File: src/hdl/mcp_pkg.sv
// Package for the Morse character player: phase codes, register indexes,
// shared structs and the character to pattern lookup.
// No dependencies; imported by every module of the block.
`default_nettype none
package mcp_pkg;

   localparam int PHASE_W = 3;
   localparam logic [PHASE_W-1:0] PH_IDLE   = 3'd0;
   localparam logic [PHASE_W-1:0] PH_HIGH   = 3'd1;
   localparam logic [PHASE_W-1:0] PH_LOW    = 3'd2;
   localparam logic [PHASE_W-1:0] PH_EGAP   = 3'd3;
   localparam logic [PHASE_W-1:0] PH_CGAP   = 3'd4;
   localparam logic [PHASE_W-1:0] PH_FINISH = 3'd5;

   localparam int CSR_IDX_W = 2;
   localparam logic [CSR_IDX_W-1:0] CSR_HALF_PERIOD = 2'd0;
   localparam logic [CSR_IDX_W-1:0] CSR_CYCLES      = 2'd1;
   localparam logic [CSR_IDX_W-1:0] CSR_UNIT_GAP    = 2'd2;

   localparam int CSR_DATA_W = 16;
   localparam int TICK_W     = 20;
   localparam int CYCLE_W    = 9;

   localparam logic [15:0] HALF_PERIOD_RST = 16'd500;
   localparam logic [7:0]  CYCLES_RST      = 8'd75;
   localparam logic [15:0] UNIT_GAP_RST    = 16'd15000;

   typedef struct packed {
      logic [15:0] half_period;
      logic [7:0]  cycles;
      logic [15:0] unit_gap;
   } cfg_type;

   typedef struct packed {
      logic       func;
      logic [7:0] char_code;
      logic       end_of_message;
   } item_type;

   // packed from the top down so that speaker_level lands in bit 0
   typedef struct packed {
      logic accepted;
      logic busy_res;
      logic green_lamp;
      logic yellow_lamp;
      logic red_lamp;
      logic speaker_level;
   } result_type;

   // bits 4:0 pattern (1 = dash, element 0 first), bits 7:5 length
   localparam logic [7:0] LETTER_TAB [26] = '{
      8'h42, 8'h81, 8'h85, 8'h61, 8'h20, 8'h84, 8'h63, 8'h80,
      8'h40, 8'h8E, 8'h65, 8'h82, 8'h43, 8'h41, 8'h67, 8'h86,
      8'h8B, 8'h62, 8'h60, 8'h21, 8'h64, 8'h88, 8'h66, 8'h89,
      8'h8D, 8'h83
   };

   localparam logic [4:0] DIGIT_TAB [10] = '{
      5'd31, 5'd30, 5'd28, 5'd24, 5'd16, 5'd0, 5'd1, 5'd3, 5'd7, 5'd15
   };

   function automatic logic [7:0] char_lookup(input logic [7:0] ch);
      logic [7:0] offs;
      logic [7:0] entry;
      offs  = 8'd0;
      entry = 8'd0;
      if (ch >= 8'h41 && ch <= 8'h5A) begin
         offs  = ch - 8'h41;
         entry = LETTER_TAB[offs[4:0]];
      end else if (ch >= 8'h61 && ch <= 8'h7A) begin
         offs  = ch - 8'h61;
         entry = LETTER_TAB[offs[4:0]];
      end else if (ch >= 8'h30 && ch <= 8'h39) begin
         offs  = ch - 8'h30;
         entry = {3'd5, DIGIT_TAB[offs[3:0]]};
      end
      return entry;
   endfunction

   function automatic logic is_dash(input logic [4:0] bits, input logic [2:0] idx);
      logic [7:0] ext;
      ext = {3'd0, bits};
      return ext[idx];
   endfunction

endpackage
`default_nettype wire

File: src/hdl/mcp_in_stage.sv
// Input register of the Morse character player: holds one request
// transaction until the player takes it. Depends on mcp_pkg.
`default_nettype none
module mcp_in_stage (
   input  wire logic              clock,
   input  wire logic              reset,
   input  wire logic              req_tvalid,
   output logic                   req_tready,
   input  wire logic [7:0]        req_tdata,
   input  wire logic              req_tlast,
   input  wire logic              req_tuser,
   input  wire logic              take,
   output logic                   item_valid,
   output mcp_pkg::item_type      item
);
   import mcp_pkg::*;

   logic     valid_ff, valid_in;
   item_type item_ff;

   assign req_tready = !valid_ff || take;
   assign valid_in   = (req_tvalid && req_tready) || (valid_ff && !take);

   always_ff @(posedge clock) begin
      if (reset) begin
         valid_ff <= 1'b0;
      end else begin
         valid_ff <= valid_in;
      end
   end

   always_ff @(posedge clock) begin
      if (req_tvalid && req_tready) begin
         item_ff <= '{func: req_tuser, char_code: req_tdata,
                      end_of_message: req_tlast};
      end
   end

   assign item_valid = valid_ff;
   assign item       = item_ff;

endmodule
`default_nettype wire

File: src/hdl/mcp_player.sv
// Player state and its one-step update: phase, counters and pattern,
// with the lamp and speaker result of each step. Depends on mcp_pkg.
`default_nettype none
module mcp_player (
   input  wire logic              clock,
   input  wire logic              reset,
   input  wire logic              step,
   input  wire mcp_pkg::item_type item,
   input  wire mcp_pkg::cfg_type  cfg,
   output mcp_pkg::result_type    result
);
   import mcp_pkg::*;

   logic [4:0]         bits_ff, bits_in;
   logic [2:0]         len_ff, len_in;
   logic [2:0]         idx_ff, idx_in;
   logic [PHASE_W-1:0] phase_ff, phase_in;
   logic [TICK_W-1:0]  tick_ff, tick_in;
   logic [CYCLE_W-1:0] cyc_ff, cyc_in;
   logic               last_ff, last_in;
   logic               accepted;

   logic [15:0]        half1, gap1;
   logic [7:0]         cyc1;
   logic [7:0]         entry;
   logic [TICK_W-1:0]  tick_dec;
   logic [CYCLE_W-1:0] cyc_dec;
   logic [2:0]         idx_inc;
   logic               sounding, dash;

   assign half1    = (cfg.half_period == 16'd0) ? 16'd1 : cfg.half_period;
   assign gap1     = (cfg.unit_gap == 16'd0) ? 16'd1 : cfg.unit_gap;
   assign cyc1     = (cfg.cycles == 8'd0) ? 8'd1 : cfg.cycles;
   assign entry    = char_lookup(item.char_code);
   assign tick_dec = tick_ff - TICK_W'(1);
   assign cyc_dec  = cyc_ff - CYCLE_W'(1);
   assign idx_inc  = idx_ff + 3'd1;

   always_comb begin
      bits_in  = bits_ff;
      len_in   = len_ff;
      idx_in   = idx_ff;
      phase_in = phase_ff;
      tick_in  = tick_ff;
      cyc_in   = cyc_ff;
      last_in  = last_ff;
      accepted = 1'b0;
      if (item.func) begin
         if (phase_ff == PH_IDLE) begin
            accepted = 1'b1;
            bits_in  = entry[4:0];
            len_in   = entry[7:5];
            idx_in   = 3'd0;
            last_in  = item.end_of_message;
            if (entry[7:5] != 3'd0) begin
               phase_in = PH_HIGH;
               tick_in  = {4'd0, half1};
               cyc_in   = entry[0] ? {cyc1, 1'b0} : {1'b0, cyc1};
            end else begin
               phase_in = PH_CGAP;
               tick_in  = {3'd0, gap1, 1'b0};
            end
         end
      end else if (phase_ff != PH_IDLE) begin
         tick_in = tick_dec;
         if (tick_dec == '0) begin
            case (phase_ff)
               PH_HIGH: begin
                  phase_in = PH_LOW;
                  tick_in  = {4'd0, half1};
               end
               PH_LOW: begin
                  cyc_in = cyc_dec;
                  if (cyc_dec != '0) begin
                     phase_in = PH_HIGH;
                     tick_in  = {4'd0, half1};
                  end else begin
                     phase_in = PH_EGAP;
                     tick_in  = {4'd0, gap1};
                  end
               end
               PH_EGAP: begin
                  idx_in = idx_inc;
                  if (idx_inc < len_ff) begin
                     phase_in = PH_HIGH;
                     tick_in  = {4'd0, half1};
                     cyc_in   = is_dash(bits_ff, idx_inc) ? {cyc1, 1'b0} : {1'b0, cyc1};
                  end else begin
                     phase_in = PH_CGAP;
                     tick_in  = {3'd0, gap1, 1'b0};
                  end
               end
               PH_CGAP: begin
                  if (last_ff) begin
                     phase_in = PH_FINISH;
                     tick_in  = {1'b0, gap1, 3'd0};
                  end else begin
                     phase_in = PH_IDLE;
                     tick_in  = '0;
                  end
               end
               default: begin
                  phase_in = PH_IDLE;
                  tick_in  = '0;
               end
            endcase
         end
      end
   end

   assign sounding = (phase_in == PH_HIGH) || (phase_in == PH_LOW);
   assign dash     = is_dash(bits_in, idx_in);

   always_comb begin
      result.speaker_level = (phase_in == PH_HIGH);
      result.red_lamp      = sounding && !dash;
      result.yellow_lamp   = sounding && dash;
      result.green_lamp    = (phase_in == PH_FINISH);
      result.busy_res      = (phase_in != PH_IDLE);
      result.accepted      = accepted;
   end

   always_ff @(posedge clock) begin
      if (reset) begin
         bits_ff  <= '0;
         len_ff   <= '0;
         idx_ff   <= '0;
         phase_ff <= PH_IDLE;
         tick_ff  <= '0;
         cyc_ff   <= '0;
         last_ff  <= 1'b0;
      end else if (step) begin
         bits_ff  <= bits_in;
         len_ff   <= len_in;
         idx_ff   <= idx_in;
         phase_ff <= phase_in;
         tick_ff  <= tick_in;
         cyc_ff   <= cyc_in;
         last_ff  <= last_in;
      end
   end

endmodule
`default_nettype wire

File: src/hdl/morse_character_player.sv
// Morse character player.
// Request channel (req_): tuser = func (0 tick, 1 offer a character),
// tdata = char_code, tlast = end_of_message. Each transaction is one step:
// a tick advances the playing character by one tick of time, an offer
// starts a character if nothing is playing and is refused otherwise.
// Response channel (rsp_): one transaction per request, carrying the
// speaker level, red/yellow/green lamps, busy and accepted after the step.
// Configuration (csr_): write-only registers, index 0 tone half period in
// ticks, 1 tone cycles per dot, 2 unit gap ticks; zero acts as one. Write
// only while idle.
// From request to response the path is the input register, then the step logic
// into the response register. Throughput: one transaction per cycle while
// rsp_tready is high, set by the state update that steps once per transaction.
// Reset (synchronous) returns to idle with default registers 500, 75 and
// 15000. When the receiver stalls the response register holds, the input
// register takes one more transaction, then req_tready drops.
// Depends on mcp_pkg, mcp_in_stage, mcp_player.
`default_nettype none
module morse_character_player (
   input  wire logic                            clock,
   input  wire logic                            reset,
   input  wire logic                            req_tvalid,
   output logic                                 req_tready,
   input  wire logic [7:0]                      req_tdata,  // char_code
   input  wire logic                            req_tlast,
   input  wire logic                            req_tuser,  // func
   output logic                                 rsp_tvalid,
   input  wire logic                            rsp_tready,
   // speaker_level, red_lamp, yellow_lamp, green_lamp, busy_res, accepted, 2 pad
   output logic [7:0]                           rsp_tdata,
   input  wire logic                            csr_wr_en,
   input  wire logic [mcp_pkg::CSR_IDX_W-1:0]   csr_index,
   input  wire logic [mcp_pkg::CSR_DATA_W-1:0]  csr_wdata
);
   import mcp_pkg::*;

   cfg_type    cfg_ff;
   logic       out_valid_ff, out_valid_in;
   result_type out_ff;
   logic       item_valid, take;
   item_type   item;
   result_type result;

   assign take         = item_valid && (!out_valid_ff || rsp_tready);
   assign out_valid_in = take || (out_valid_ff && !rsp_tready);

   mcp_in_stage u_in (
      .clock      (clock),
      .reset      (reset),
      .req_tvalid (req_tvalid),
      .req_tready (req_tready),
      .req_tdata  (req_tdata),
      .req_tlast  (req_tlast),
      .req_tuser  (req_tuser),
      .take       (take),
      .item_valid (item_valid),
      .item       (item)
   );

   mcp_player u_player (
      .clock  (clock),
      .reset  (reset),
      .step   (take),
      .item   (item),
      .cfg    (cfg_ff),
      .result (result)
   );

   always_ff @(posedge clock) begin
      if (reset) begin
         cfg_ff.half_period <= HALF_PERIOD_RST;
         cfg_ff.cycles      <= CYCLES_RST;
         cfg_ff.unit_gap    <= UNIT_GAP_RST;
      end else if (csr_wr_en) begin
         case (csr_index)
            CSR_HALF_PERIOD: cfg_ff.half_period <= csr_wdata;
            CSR_CYCLES:      cfg_ff.cycles      <= csr_wdata[7:0];
            CSR_UNIT_GAP:    cfg_ff.unit_gap    <= csr_wdata;
            default: ;
         endcase
      end
   end

   always_ff @(posedge clock) begin
      if (reset) begin
         out_valid_ff <= 1'b0;
      end else begin
         out_valid_ff <= out_valid_in;
      end
   end

   always_ff @(posedge clock) begin
      if (take) begin
         out_ff <= result;
      end
   end

   assign rsp_tvalid = out_valid_ff;
   assign rsp_tdata  = {2'b00, out_ff};

endmodule
`default_nettype wire

File: config.mk
export PLATFORM = sky130hd
export DESIGN_NAME = morse_character_player
export DESIGN_NICKNAME = d
export VERILOG_FILES = /design/src/hdl/mcp_pkg.sv /design/src/hdl/mcp_in_stage.sv /design/src/hdl/mcp_player.sv /design/src/hdl/morse_character_player.sv
export SDC_FILE = /design/constraint.sdc
export NUM_CORES = 1
export LEC_CHECK = 0
export BUFFER_PORTS_ARGS = -buffer_cell sky130_fd_sc_hd__buf_4
export CORE_UTILIZATION = 45
export CTS_CLUSTER_SIZE = 14
export DETAILED_ROUTE_END_ITERATION = 10
export PLACE_DENSITY = 0.66
export SKIP_LAST_GASP = 1
export SYNTH_ARGS = -nofsm -noshare
export SYNTH_HDL_FRONTEND = slang
export SYNTH_SLANG_ARGS = --single-unit
export TNS_END_PERCENT = 20
File: constraint.sdc
create_clock -name clock -period 4.44 [get_ports clock]
set_clock_uncertainty 0.1 [all_clocks]
set_input_delay 0.666 -clock clock [delete_from_list [all_inputs] [get_ports clock]]
set_output_delay 0.666 -clock clock [all_outputs]
set_load 0.01 [all_outputs]
---- Yosys cells after proc, flatten, opt, wreduce, memory -nomap -nowiden ----
Memory sizes are Yosys's and may differ from the RTL's.
Cells that the tools add are included.
word-level totals
  flip-flop bits (word level) ............. 102
  bits in read-only memories .............. 592
  bits of input ports ..................... 33
  output and inout bits ................... 10
  memories ................................ 3
operators by class
  add/subtract/negate cells ............... 6
  order comparisons ....................... 12
  eq/ne operators ......................... 12
  muxes and demuxes ....................... 51
  bitwise gates (word level) .............. 3
  reductions and logical operators ........ 38
memory list
  name              words  width  read ports  clocked after memory_dff  wr ports  line           text
  (name not given)  32     8      1           0                         0         mcp_pkg.sv:69  entry = LETTER_TAB[offs[4:0]];
  (name not given)  32     8      1           0                         0         mcp_pkg.sv:72  entry = LETTER_TAB[offs[4:0]];
  (name not given)  16     5      1           0                         0         mcp_pkg.sv:75  entry = {3'd5, DIGIT_TAB[offs[3:0]]};
operators with widths
  cell                                                               number
  2-to-1 mux 20 bit                                                  4
  one-hot mux 20 bit (4 select lines)                                1
  2-to-1 mux 9 bit                                                   8
  2-to-1 mux 8 bit                                                   8
  2-to-1 mux 16 bit                                                  3
  2-to-1 mux 3 bit                                                   12
  2-to-1 mux 17 bit                                                  2
  zero test 16 bit                                                   2
  zero test 20 bit                                                   1
  2-to-1 mux 5 bit                                                   4
  subtractor 20 x 1 -> 20 bit, second input constant                 1
  2-to-1 mux 19 bit                                                  1
  one-hot mux 9 bit (2 select lines)                                 1
  greater-or-equal comparator 8 x 7 -> 1 bit, second input constant  2
  less-or-equal comparator 8 x 7 -> 1 bit, second input constant     2
  greater-or-equal comparator 6 bit, second input constant           2
  NOT 5 -> 6 bit                                                     2
  one-hot mux 3 bit (4 select lines)                                 1
  nonzero test 3 bit                                                 4
  subtractor 5 x 1 -> 5 bit, second input constant                   2
  == test 3 x 2 -> 1 bit, second input constant                      3
  logical AND 1 bit                                                  9
  nonzero test 9 bit                                                 1
  subtractor 9 x 1 -> 9 bit, second input constant                   1
  other kinds (26)                                                   45

---- Depth between registers and ports, before layout ----
Gate-level depths: netlist of the first run.
  depth in word-level cells ............... 15
  depth in mapped cells ................... 18
  depth with buffers taken out ............ 13

---- Modules after synthesis ----
A second synthesis of the first run with hierarchy kept.
unflattened totals
  cell total of the unflattened synthesis .. 910
  area total of the unflattened synthesis .. 7459.7 um^2
by module, submodules not included
  module                  instances  cells each  area an instance (um^2)
  mcp_player              1          715         5203.7
  morse_character_player  1          180         1900.6
  mcp_in_stage            1          15          355.3

---- Worst setup path before layout of the first run ----
Ideal clock, no wire load.
  path kind ............................... reg2reg
  start ................................... register u_in.item_ff (netlist bit u_in.item[1])
  end ..................................... register u_player.tick_ff[10]
  library setup time ...................... 0.132 ns
  arrival ................................. 4.014 ns
  data required time ...................... 4.208 ns
  slack ................................... 0.194 ns
  stages on the path, launching flop included .. 17
  buffers on the path ..................... 5
  path through ............................ edfxtp_1 -> clkbuf_1 -> inv_1 -> ha_1 -> clkbuf_1 -> inv_1 -> ha_1 -> clkbuf_1 -> clkbuf_1 -> nand2_1 -> a311oi_1 -> a31oi_1 -> o41ai_1 -> buf_2 -> mux2_2 -> a221oi_1 -> nor3_1
on the way
  word-level cells in the longest chain between the ends .. 11
  elaborated cells on any way between the ends .. 26
  those cells by class .................... add/sub (2); order compare (6); mux (10); bitwise (2); reduce/logical (4); memory (2)
RTL lines
  item                                                 line                          text
  start: declaration                                   mcp_in_stage.sv:19            item_type item_ff;
  start signal: assignment                             mcp_in_stage.sv:34            item_ff <= '{func: req_tuser, char_code: req_tdata,
  subtractor 5 x 1 -> 5 bit                            mcp_pkg.sv:68, mcp_pkg.sv:71
  NOT 5 -> 6 bit (not written as such)                 mcp_pkg.sv:69, mcp_pkg.sv:72
  memory read (32 x 8 bit)                             --
  2-to-1 mux 8 bit (not written as such) (2 in a row)  mcp_pkg.sv:72
  2-to-1 mux 8 bit                                     mcp_pkg.sv:70                 end else if (ch >= 8'h61 && ch <= 8'h7A) begin
  2-to-1 mux 8 bit (*)                                 mcp_pkg.sv:67                 if (ch >= 8'h41 && ch <= 8'h5A) begin
  nonzero test 3 bit (*)                               mcp_player.sv:55              if (entry[7:5] != 3'd0) begin
  2-to-1 mux 17 bit (*)                                mcp_player.sv:55
  2-to-1 mux 20 bit (*)                                mcp_player.sv:49              if (phase_ff == PH_IDLE) begin
  2-to-1 mux 20 bit (*)                                mcp_player.sv:48              if (item.func) begin
  end signal: assignment                               mcp_player.sv:137             tick_ff <= tick_in;
  end: declaration                                     mcp_player.sv:18              logic [TICK_W-1:0] tick_ff, tick_in;
Mark *: on every way between the ends. The rest lies on a longest branch, timed or not. The select of a mux whose other input is x is not followed.
A chain may end at the register's enable or synchronous reset.

---- Final worst setup path of the first run ----
  start ................................... register u_in.item_ff (netlist bit u_in.item[1])
  end ..................................... register u_player.cyc_ff[5]
on the way
  word-level cells in the longest chain between the ends .. 12
  elaborated cells on any way between the ends .. 34
  those cells by class .................... add/sub (3); order compare (6); eq/ne (1); mux (13); bitwise (3); reduce/logical (5); memory (3)
RTL lines
  item                                                         line               text
  subtractor 4 x 1 -> 4 bit                                    mcp_pkg.sv:74      offs = ch - 8'h30;
  NOT 4 -> 5 bit (not written as such)                         mcp_pkg.sv:75
  memory read (16 x 5 bit)                                     --
  2-to-1 mux 5 bit (not written as such) (2 in a row)          mcp_pkg.sv:75
  2-to-1 mux 8 bit                                             mcp_pkg.sv:73      end else if (ch >= 8'h30 && ch <= 8'h39) begin
  2-to-1 mux 8 bit                                             mcp_pkg.sv:70
  2-to-1 mux 8 bit (*)                                         mcp_pkg.sv:67
  branches (longest 4 deep; another with AND reduction 7 bit)  --
  end signal: assignment                                       mcp_player.sv:138  cyc_ff <= cyc_in;
  end: declaration                                             mcp_player.sv:19   logic [CYCLE_W-1:0] cyc_ff, cyc_in;
Mark *: on every way between the ends. The select of a mux whose other input is x is not followed.

==> results of run 1 <==
metal layers:
metal	global-route usage (%)	wire, um	part of all wire, %
met3	2.610	1207	6.3
met4	8.250	420	2.2
met1	37.14	9383	49
met2	35.36	8034	42
met5	0	0	0
worst max-delay path by stage:
| stage | startpoint | end | depth (start not counted) |
|---|---|---|---|
| floorplan | u_in.item[1] | u_player.tick_ff[10] | 16 |
| global placement | u_in.item[1] | u_player.cyc_ff[3] | 12 |
| detailed placement | u_in.item[1] | u_player.cyc_ff[5] | 14 |
| CTS | u_in.item[1] | u_player.cyc_ff[5] | 14 |
| global route | u_in.item[1] | u_player.cyc_ff[5] | 14 |
| finish | u_in.item[1] | u_player.cyc_ff[5] | 14 |
kinds of logic (layout without fill, tap and decap cells):
family | after synthesis | in the layout | synth area share, %
AND/OR/NAND/NOR | 366 | 366 | 26.26
multiplexers | 39 | 39 | 6.008
flip-flops | 102 | 102 | 32.14
XOR/XNOR | 21 | 21 | 2.684
other | 1 | 2 | 0.05473
AO/OA/AOI/OAI | 248 | 248 | 24.95
adder cells (fa/ha/maj) | 16 | 16 | 2.922
buffers and inverters | 84 | 105 | 4.985
worst min-delay path: stages, from the launching register on:
cell     delay, ns
dfxtp_1       0.31
nand2_1       0.06
a21oi_1       0.06
where the power goes:
part	leakage, uW	switching, uW	internal (uW)
Clock	0.000149	408	402
Combinational	0.00187	357	243
Sequential	0.000857	64.5	985
through the flow:
stage | power (uW) | util [%]
2_1_floorplan | 1496 | -
3_3_place_gp | 1660 | 49.80
3_5_place_dp | 1656 | 49.80
4_1_cts | 2462 | 51.85
5_1_grt | 2580 | 51.85
6_report | 2460 | 51.85
layout make-up:
cell class	count	area [sq um]
clock inverters	7	76.32
multi-input cells	692	4320
well taps	184	230.2
fillers	1384	7078
clock buffers	9	225.2
flip-flops and latches	102	2202
inverters	27	101.3
repair buffers	62	465.4
registers in the layout, summed over array words and instances (netlist names):
name and cells:
cfg_ff 40, rsp_tdata 6, rsp_tvalid 1, u_in.item 10, u_in.item_valid 1, u_player.bits_ff 5, u_player.cyc_ff 9, u_player.idx_ff 3
u_player.last_ff 1, u_player.len_ff 3, u_player.phase_ff 3, u_player.tick_ff 20
synthesized netlist by cell type, types with 5 or more instances:
cell type and instances:
a222oi_1 11, mux2_2 7, nand4_1 7, a211oi_1 15, o211ai_1 9, inv_1 27, nand3_1 11, nand2_1 148
a22o_1 7, a221oi_1 6, a21oi_1 77, nor3_1 33, a311oi_1 7, xnor2_1 13, or4_1 6, o41ai_1 5
nand3b_1 22, a21o_1 6, nor4_1 15, ha_1 16, clkbuf_1 48, or2_2 6, a31oi_1 5, o31ai_1 9
a22oi_1 6, o21ai_0 35, nand2b_1 8, nor2_1 67, mux2i_1 31, xor2_1 8, or3_1 11, edfxtp_1 16
dfxtp_1 86
==> flow_metrics.py, run 1 <==
metrics = {
    "synthesis": {
        "ys_ff_latch": 102,
        "syn_inst": 877,
        "netlist_area_sq_mm": 0.006852,
        "synth.top_cell.area_share_pct": 25.13,
        "async_reset_ff_share_pct": 0,
        "syn_avg_cell_area_sq_um": 7.813,
        "synth_edf_count": 16,
        "ys_warn_count": 0,
        "ys_types": 78,
        "synth_top_cell_by_area": "dfxtp_1",
        "ys_seq_area_share_pct": 32.14,
        "synth_ff_type": "dfxtp_1",
        "synthTopCellsByArea": "dfxtp_1, nand2_1, edfxtp_1, a21oi_1, mux2i_1",
    },
    "floorplanning": {
        "die_y_um": 125.4,
        "chipWidth_um": 125.4,
        "ioPinCount": 43,
        "die-area_sq_mm": 0.01572,
        "rows": 44,
        "start_util_pct": 46.61,
        "core_sq_mm": 0.01470,
    },
    "grt": {
        "grt.overflow.total": 0,
        "grt_max_degree": 88,
        "grt_pass1_vias": 5981,
        "grt_antenna_before_repair": 0,
        "track_usage_pct": 24.39,
        "grt_pass1_wl_mm": 31.12,
    },
    "critical_path": {
        "critPathKind": "flop to flop",
        "startpoint_type": "flop",
        "reg2reg_depth": 14,
        "required_ns": 4.55,
        "crit_family": "compound AO/OA/AOI/OAI gates",
        "cp_slowest_cell": "ha_1",
        "r2r_start": "u_in.item[1]",
        "crit_chain": "inv_1, ha_1, inv_1, ha_1, nand2b_1, o22ai_1, mux2_2, o21ai_0, o41a_1, nand2_1, a2111oi_4, buf_4, mux2i_1, nor2_1",
        "arrival_ns": 4.02,
        "reg2reg_to": "u_player.cyc_ff[5]",
        "crit_path_end_kind": "flop",
        "slowest_delay_ns": 0.42,
        "path_max_fanout": 12,
        "cp.buffers_inverters": 3,
        "reg2reg_setup_slack_ns": 0.53,
    },
    "job": {
        "drv_cap": 0,
    },
    "drt": {
        "drc": 1,
        "drt_iter0_markers": 775,
        "totalWireLength_mm": 19.05,
        "wl_per_cell_um": 17.59,
        "viasPerCell": 6.271,
        "ant_nets": 0,
        "num_vias": 6791,
        "dr.pass1.iters": 11,
    },
    "cts": {
        "post_cts_buffers": 0,
        "clk_path_buf_depth": 2,
        "cts_made_buffers": 9,
        "clk_pin_slew_worst_paths_ns": 0.07,
        "cts_root_buf": "clkbuf_16",
        "cts_resized": 0,
        "htreeDepth": 3,
        "ctsHoldBuffers": 0,
        "clock_latency_ns": 0.36,
        "cts_sinks": 102,
        "tritoncts": "yes",
    },
    "power_and_ir_drop": {
        "ir_worst_vdd_v": 0.0002300,
        "power_leakage_uw": 0.002874,
        "p_per_area_mw_per_mm2": 322.8,
    },
    "sta": {
        "timing.fmax_ghz": 0.2556,
        "slew_headroom_pct": 38.91,
        "slew_violations": 0,
        "fin_ws_ns": 0.5284,
        "worst_pin_slew_ns": 0.9163,
        "min_period_ns": 3.912,
        "final.period_utilization_pct": 88.10,
        "hold_violations": 0,
        "rsz0062_at_grt": "false",
        "whs_ns": 0.3746,
        "fin_tns_setup_ns": 0,
        "setup_viol": 0,
    },
    "cells_and_area": {
        "antenna_cells": 0,
        "final_common_cell": "nand2_1",
        "syn_to_final_growth_pct": 11.23,
        "layout.cells.non_filler": 1083,
        "fin_area_sq_mm": 0.007621,
        "layout-drive-gt1-share_pct": 12.57,
        "mostFrequentLayoutCells": "nand2_1, dfxtp_1, a21oi_1",
        "nets": 943,
    },
    "min_path": {
        "hold_class": "flop to flop",
        "min_to": "u_player.len_ff[1]",
        "worstHoldStart": "u_player.len_ff[1]",
        "hold_depth": 2,
    },
    "placed_design": {
        "portBuffers": 40,
        "place_hpwl_mm": 13.41,
        "place_area_sq_mm": 0.007320,
        "pre_cts_ws_ns": 0.5728,
        "dp.cells": 1067,
        "place_congestion": 0.9538,
    },
    "run_status": {
        "failed_checks": "design-rule violations",
        "outcome": "complete, but fails checks",
    },
}
Note: power is estimated with default switching activity, not from simulation.
==> run 2: changes to the inputs <==
- ABC_AREA: default -> 1
==> run 2 against run 1 <==
Effect of this change:
- the flow now finishes without violations
- design area increased by 0.38%
- fmax increased by 2.9%
- routed wire length increased by 6.0%
- worst hold slack got worse by 0.0024 ns
- synthesized cell count increased by 22%
- via count increased by 6.2%
- sequential power about the same
- global-route usage increased by 1.7 points
- non-clock buffer count decreased by 11
- clock power decreased by 2%
- power increased by 7.6%
- combinational power increased by 35%
- highest routed layer unchanged
==> flow_metrics.py, run 2 <==
metrics = {
    "run_status": {
        "outcome": "complete, no violations",
    },
    "critical_path": {
        "cp.buffers_inverters": 4,
        "startpoint": "u_in.item[1]",
        "crit_path_end_kind": "flop",
        "startpoint_type": "flop",
        "crit_chain": "inv_2, ha_1, inv_1, ha_1, inv_1, nand2_1, nand3_1, o21ai_1, o21ai_1, a21oi_1, nand3_2, nor2_1, a22oi_1, nand2_1, inv_1, nand2_1, a21oi_1",
        "r2r_start": "u_in.item[1]",
        "crit_family": "simple AND/OR/NAND/NOR gates",
        "critPathKind": "flop to flop",
        "cp_slowest_cell": "edfxtp_1",
        "reg2reg_depth": 17,
        "worst-path-stages": 17,
        "arrival_ns": 3.82,
        "required_ns": 4.46,
        "path_max_fanout": 15,
        "slowest_delay_ns": 0.53,
    },
    "synthesis": {
        "ys_warn_count": 0,
        "synth_edf_count": 16,
        "yosys.area_share.simple_pct": 29.71,
        "synth_commonest_cells": "nand2_1, inv_1, o21ai_0, nor2_1, a21oi_1",
        "syn_inst": 1074,
        "synth_top_family_by_area": "simple AND/OR/NAND/NOR gates",
        "synthMuxAreaShare_pct": 0,
        "synth_top_cell_by_area": "dfxtp_1",
        "syn_avg_cell_area_sq_um": 6.451,
        "netlist_area_sq_mm": 0.006928,
        "ys_seq_area_share_pct": 31.79,
        "synthTopCellsByArea": "dfxtp_1, nand2_1, o21ai_0, inv_1, edfxtp_1",
        "synth_ff_type": "dfxtp_1",
        "ys_ff_latch": 102,
        "synth.most_common_cell": "nand2_1",
        "async_reset_ff_share_pct": 0,
        "synth_compound_area_share_pct": 23.88,
        "synth.top_cell.area_share_pct": 24.85,
        "synthXorXnorAreaFrac_pct": 0.9933,
        "ys_types": 47,
        "yosys.area_share.adder_pct": 2.890,
    },
    "floorplanning": {
        "core_sq_mm": 0.01475,
        "chipWidth_um": 126.1,
        "start_util_pct": 46.96,
        "die-area_sq_mm": 0.01589,
        "die_y_um": 126.1,
        "ioPinCount": 43,
        "rows": 44,
    },
    "cts": {
        "htreeDepth": 3,
        "cts_sinks": 102,
        "clock_latency_ns": 0.36,
        "clk_pin_slew_worst_paths_ns": 0.07,
        "cts_resized": 0,
        "cts_root_buf": "clkbuf_16",
        "tritoncts": "yes",
        "clk_path_buf_depth": 2,
        "ctsHoldBuffers": 0,
        "cts_made_buffers": 9,
        "post_cts_buffers": 0,
    },
    "drt": {
        "drt_iter0_markers": 765,
        "ant_nets": 0,
        "num_vias": 7215,
        "totalWireLength_mm": 20.18,
        "viasPerCell": 5.615,
        "dr.pass1.iters": 5,
        "wl_per_cell_um": 15.71,
        "drc": 0,
    },
    "sta": {
        "rsz0062_at_grt": "false",
        "slew_violations": 0,
        "worst_pin_slew_ns": 1.119,
        "slew_headroom_pct": 24.88,
        "fin_tns_setup_ns": 0,
        "hold_violations": 0,
        "final.period_utilization_pct": 85.62,
        "setup_viol": 0,
        "timing.fmax_ghz": 0.2631,
        "fin_ws_ns": 0.6385,
        "min_period_ns": 3.802,
    },
    "placed_design": {
        "place_congestion": 0.9680,
        "pre_cts_ws_ns": 0.6959,
        "portBuffers": 40,
        "place_hpwl_mm": 15.52,
    },
    "min_path": {
        "hold_depth": 1,
        "hold_class": "input pin to flop",
        "worstHoldStart": "req_tuser",
    },
    "cells_and_area": {
        "syn_to_final_growth_pct": 10.42,
        "antenna_cells": 0,
        "largest_reg_flops": 40,
        "fillers": 1539,
        "mostFrequentLayoutCells": "nand2_1, inv_1, o21ai_0",
        "top_register": "cfg_ff",
        "layout-drive-gt1-share_pct": 8.810,
        "nets": 1145,
        "final_common_cell": "nand2_1",
    },
    "power_and_ir_drop": {
        "p_per_area_mw_per_mm2": 346.2,
        "ir_worst_vdd_v": 0.0002936,
        "total_power_uw": 2648,
        "power_leakage_uw": 0.003375,
    },
    "grt": {
        "grt_pass1_wl_mm": 32.84,
        "track_usage_pct": 26.05,
        "grt_pass1_vias": 6449,
        "grt.overflow.total": 0,
        "grt_max_degree": 45,
        "grt_antenna_before_repair": 0,
    },
    "job": {
        "drv_cap": 0,
    },
}
-- run 2: logic make-up (layout without fill, tap and decap cells) --
kind of cell / count (synthesis) / count (layout)
adder cells (fa/ha/maj): 16 / 16
AO/OA/AOI/OAI: 291 / 291
XOR/XNOR: 7 / 7
other: 1 / 2
AND/OR/NAND/NOR: 468 / 468
buffers and inverters: 189 / 215
flip-flops: 102 / 102
-- run 2: final timing paths --
check,to,slack (ns)
hold / removal,u_in.item[9],0.37
setup reg to reg,rsp_tdata[2],0.64
hold reg to reg,cfg_ff[16],0.37
setup / recovery,rsp_tdata[2],0.64
-- run 2: report_power, final --
part	internal, uW	leakage [uW]	switching [uW]	total (uW)
clock network	395	0.000146	396	791
logic	260	0.00237	551	812
registers	993	0.000857	52.5	1050
total	1650	0.00337	1000	2650
-- run 2: metrics by stage --
step	util (%)	hold slack (ns)	area, sq um	instances
2_1_floorplan	-	0.3296	6932	1075
3_3_place_gp	49.88	0.3545	7360	1269
3_5_place_dp	49.88	0.3592	7360	1269
4_1_cts	51.85	0.3669	7650	1285
5_1_grt	51.85	0.3609	7650	1285
6_report	51.85	0.3722	7650	1285
-- run 2: area by class of cell --
class	count	area [sq um]	share of cell area [%]
clock buffers	9	225.2	2.944
clock inverters	7	65.06	0.8505
multi-input cells	784	3989	52.14
inverters	148	555.5	7.262
well taps	184	230.2	3.009
repair buffers	51	382.9	5.005
flip-flops and latches	102	2202	28.79
-- run 2: worst register-to-register path: cells and delay by family (launching register included) --
family / cells / cell delay (ns)
compound gates: 5 / 0.58
simple gates: 6 / 1.00
buf+inv: 4 / 0.58
flops: 1 / 0.53
fa+ha+maj: 2 / 0.76
-- run 2: metal layers --
layer	GRT usage [%]	up-vias	part of all wire (%)
met5	0	-	0
met1	37.80	3237	48
met3	6.202	22	9.1
met4	6.875	0	1.3
li1	-	3663	-
met2	38.38	293	42
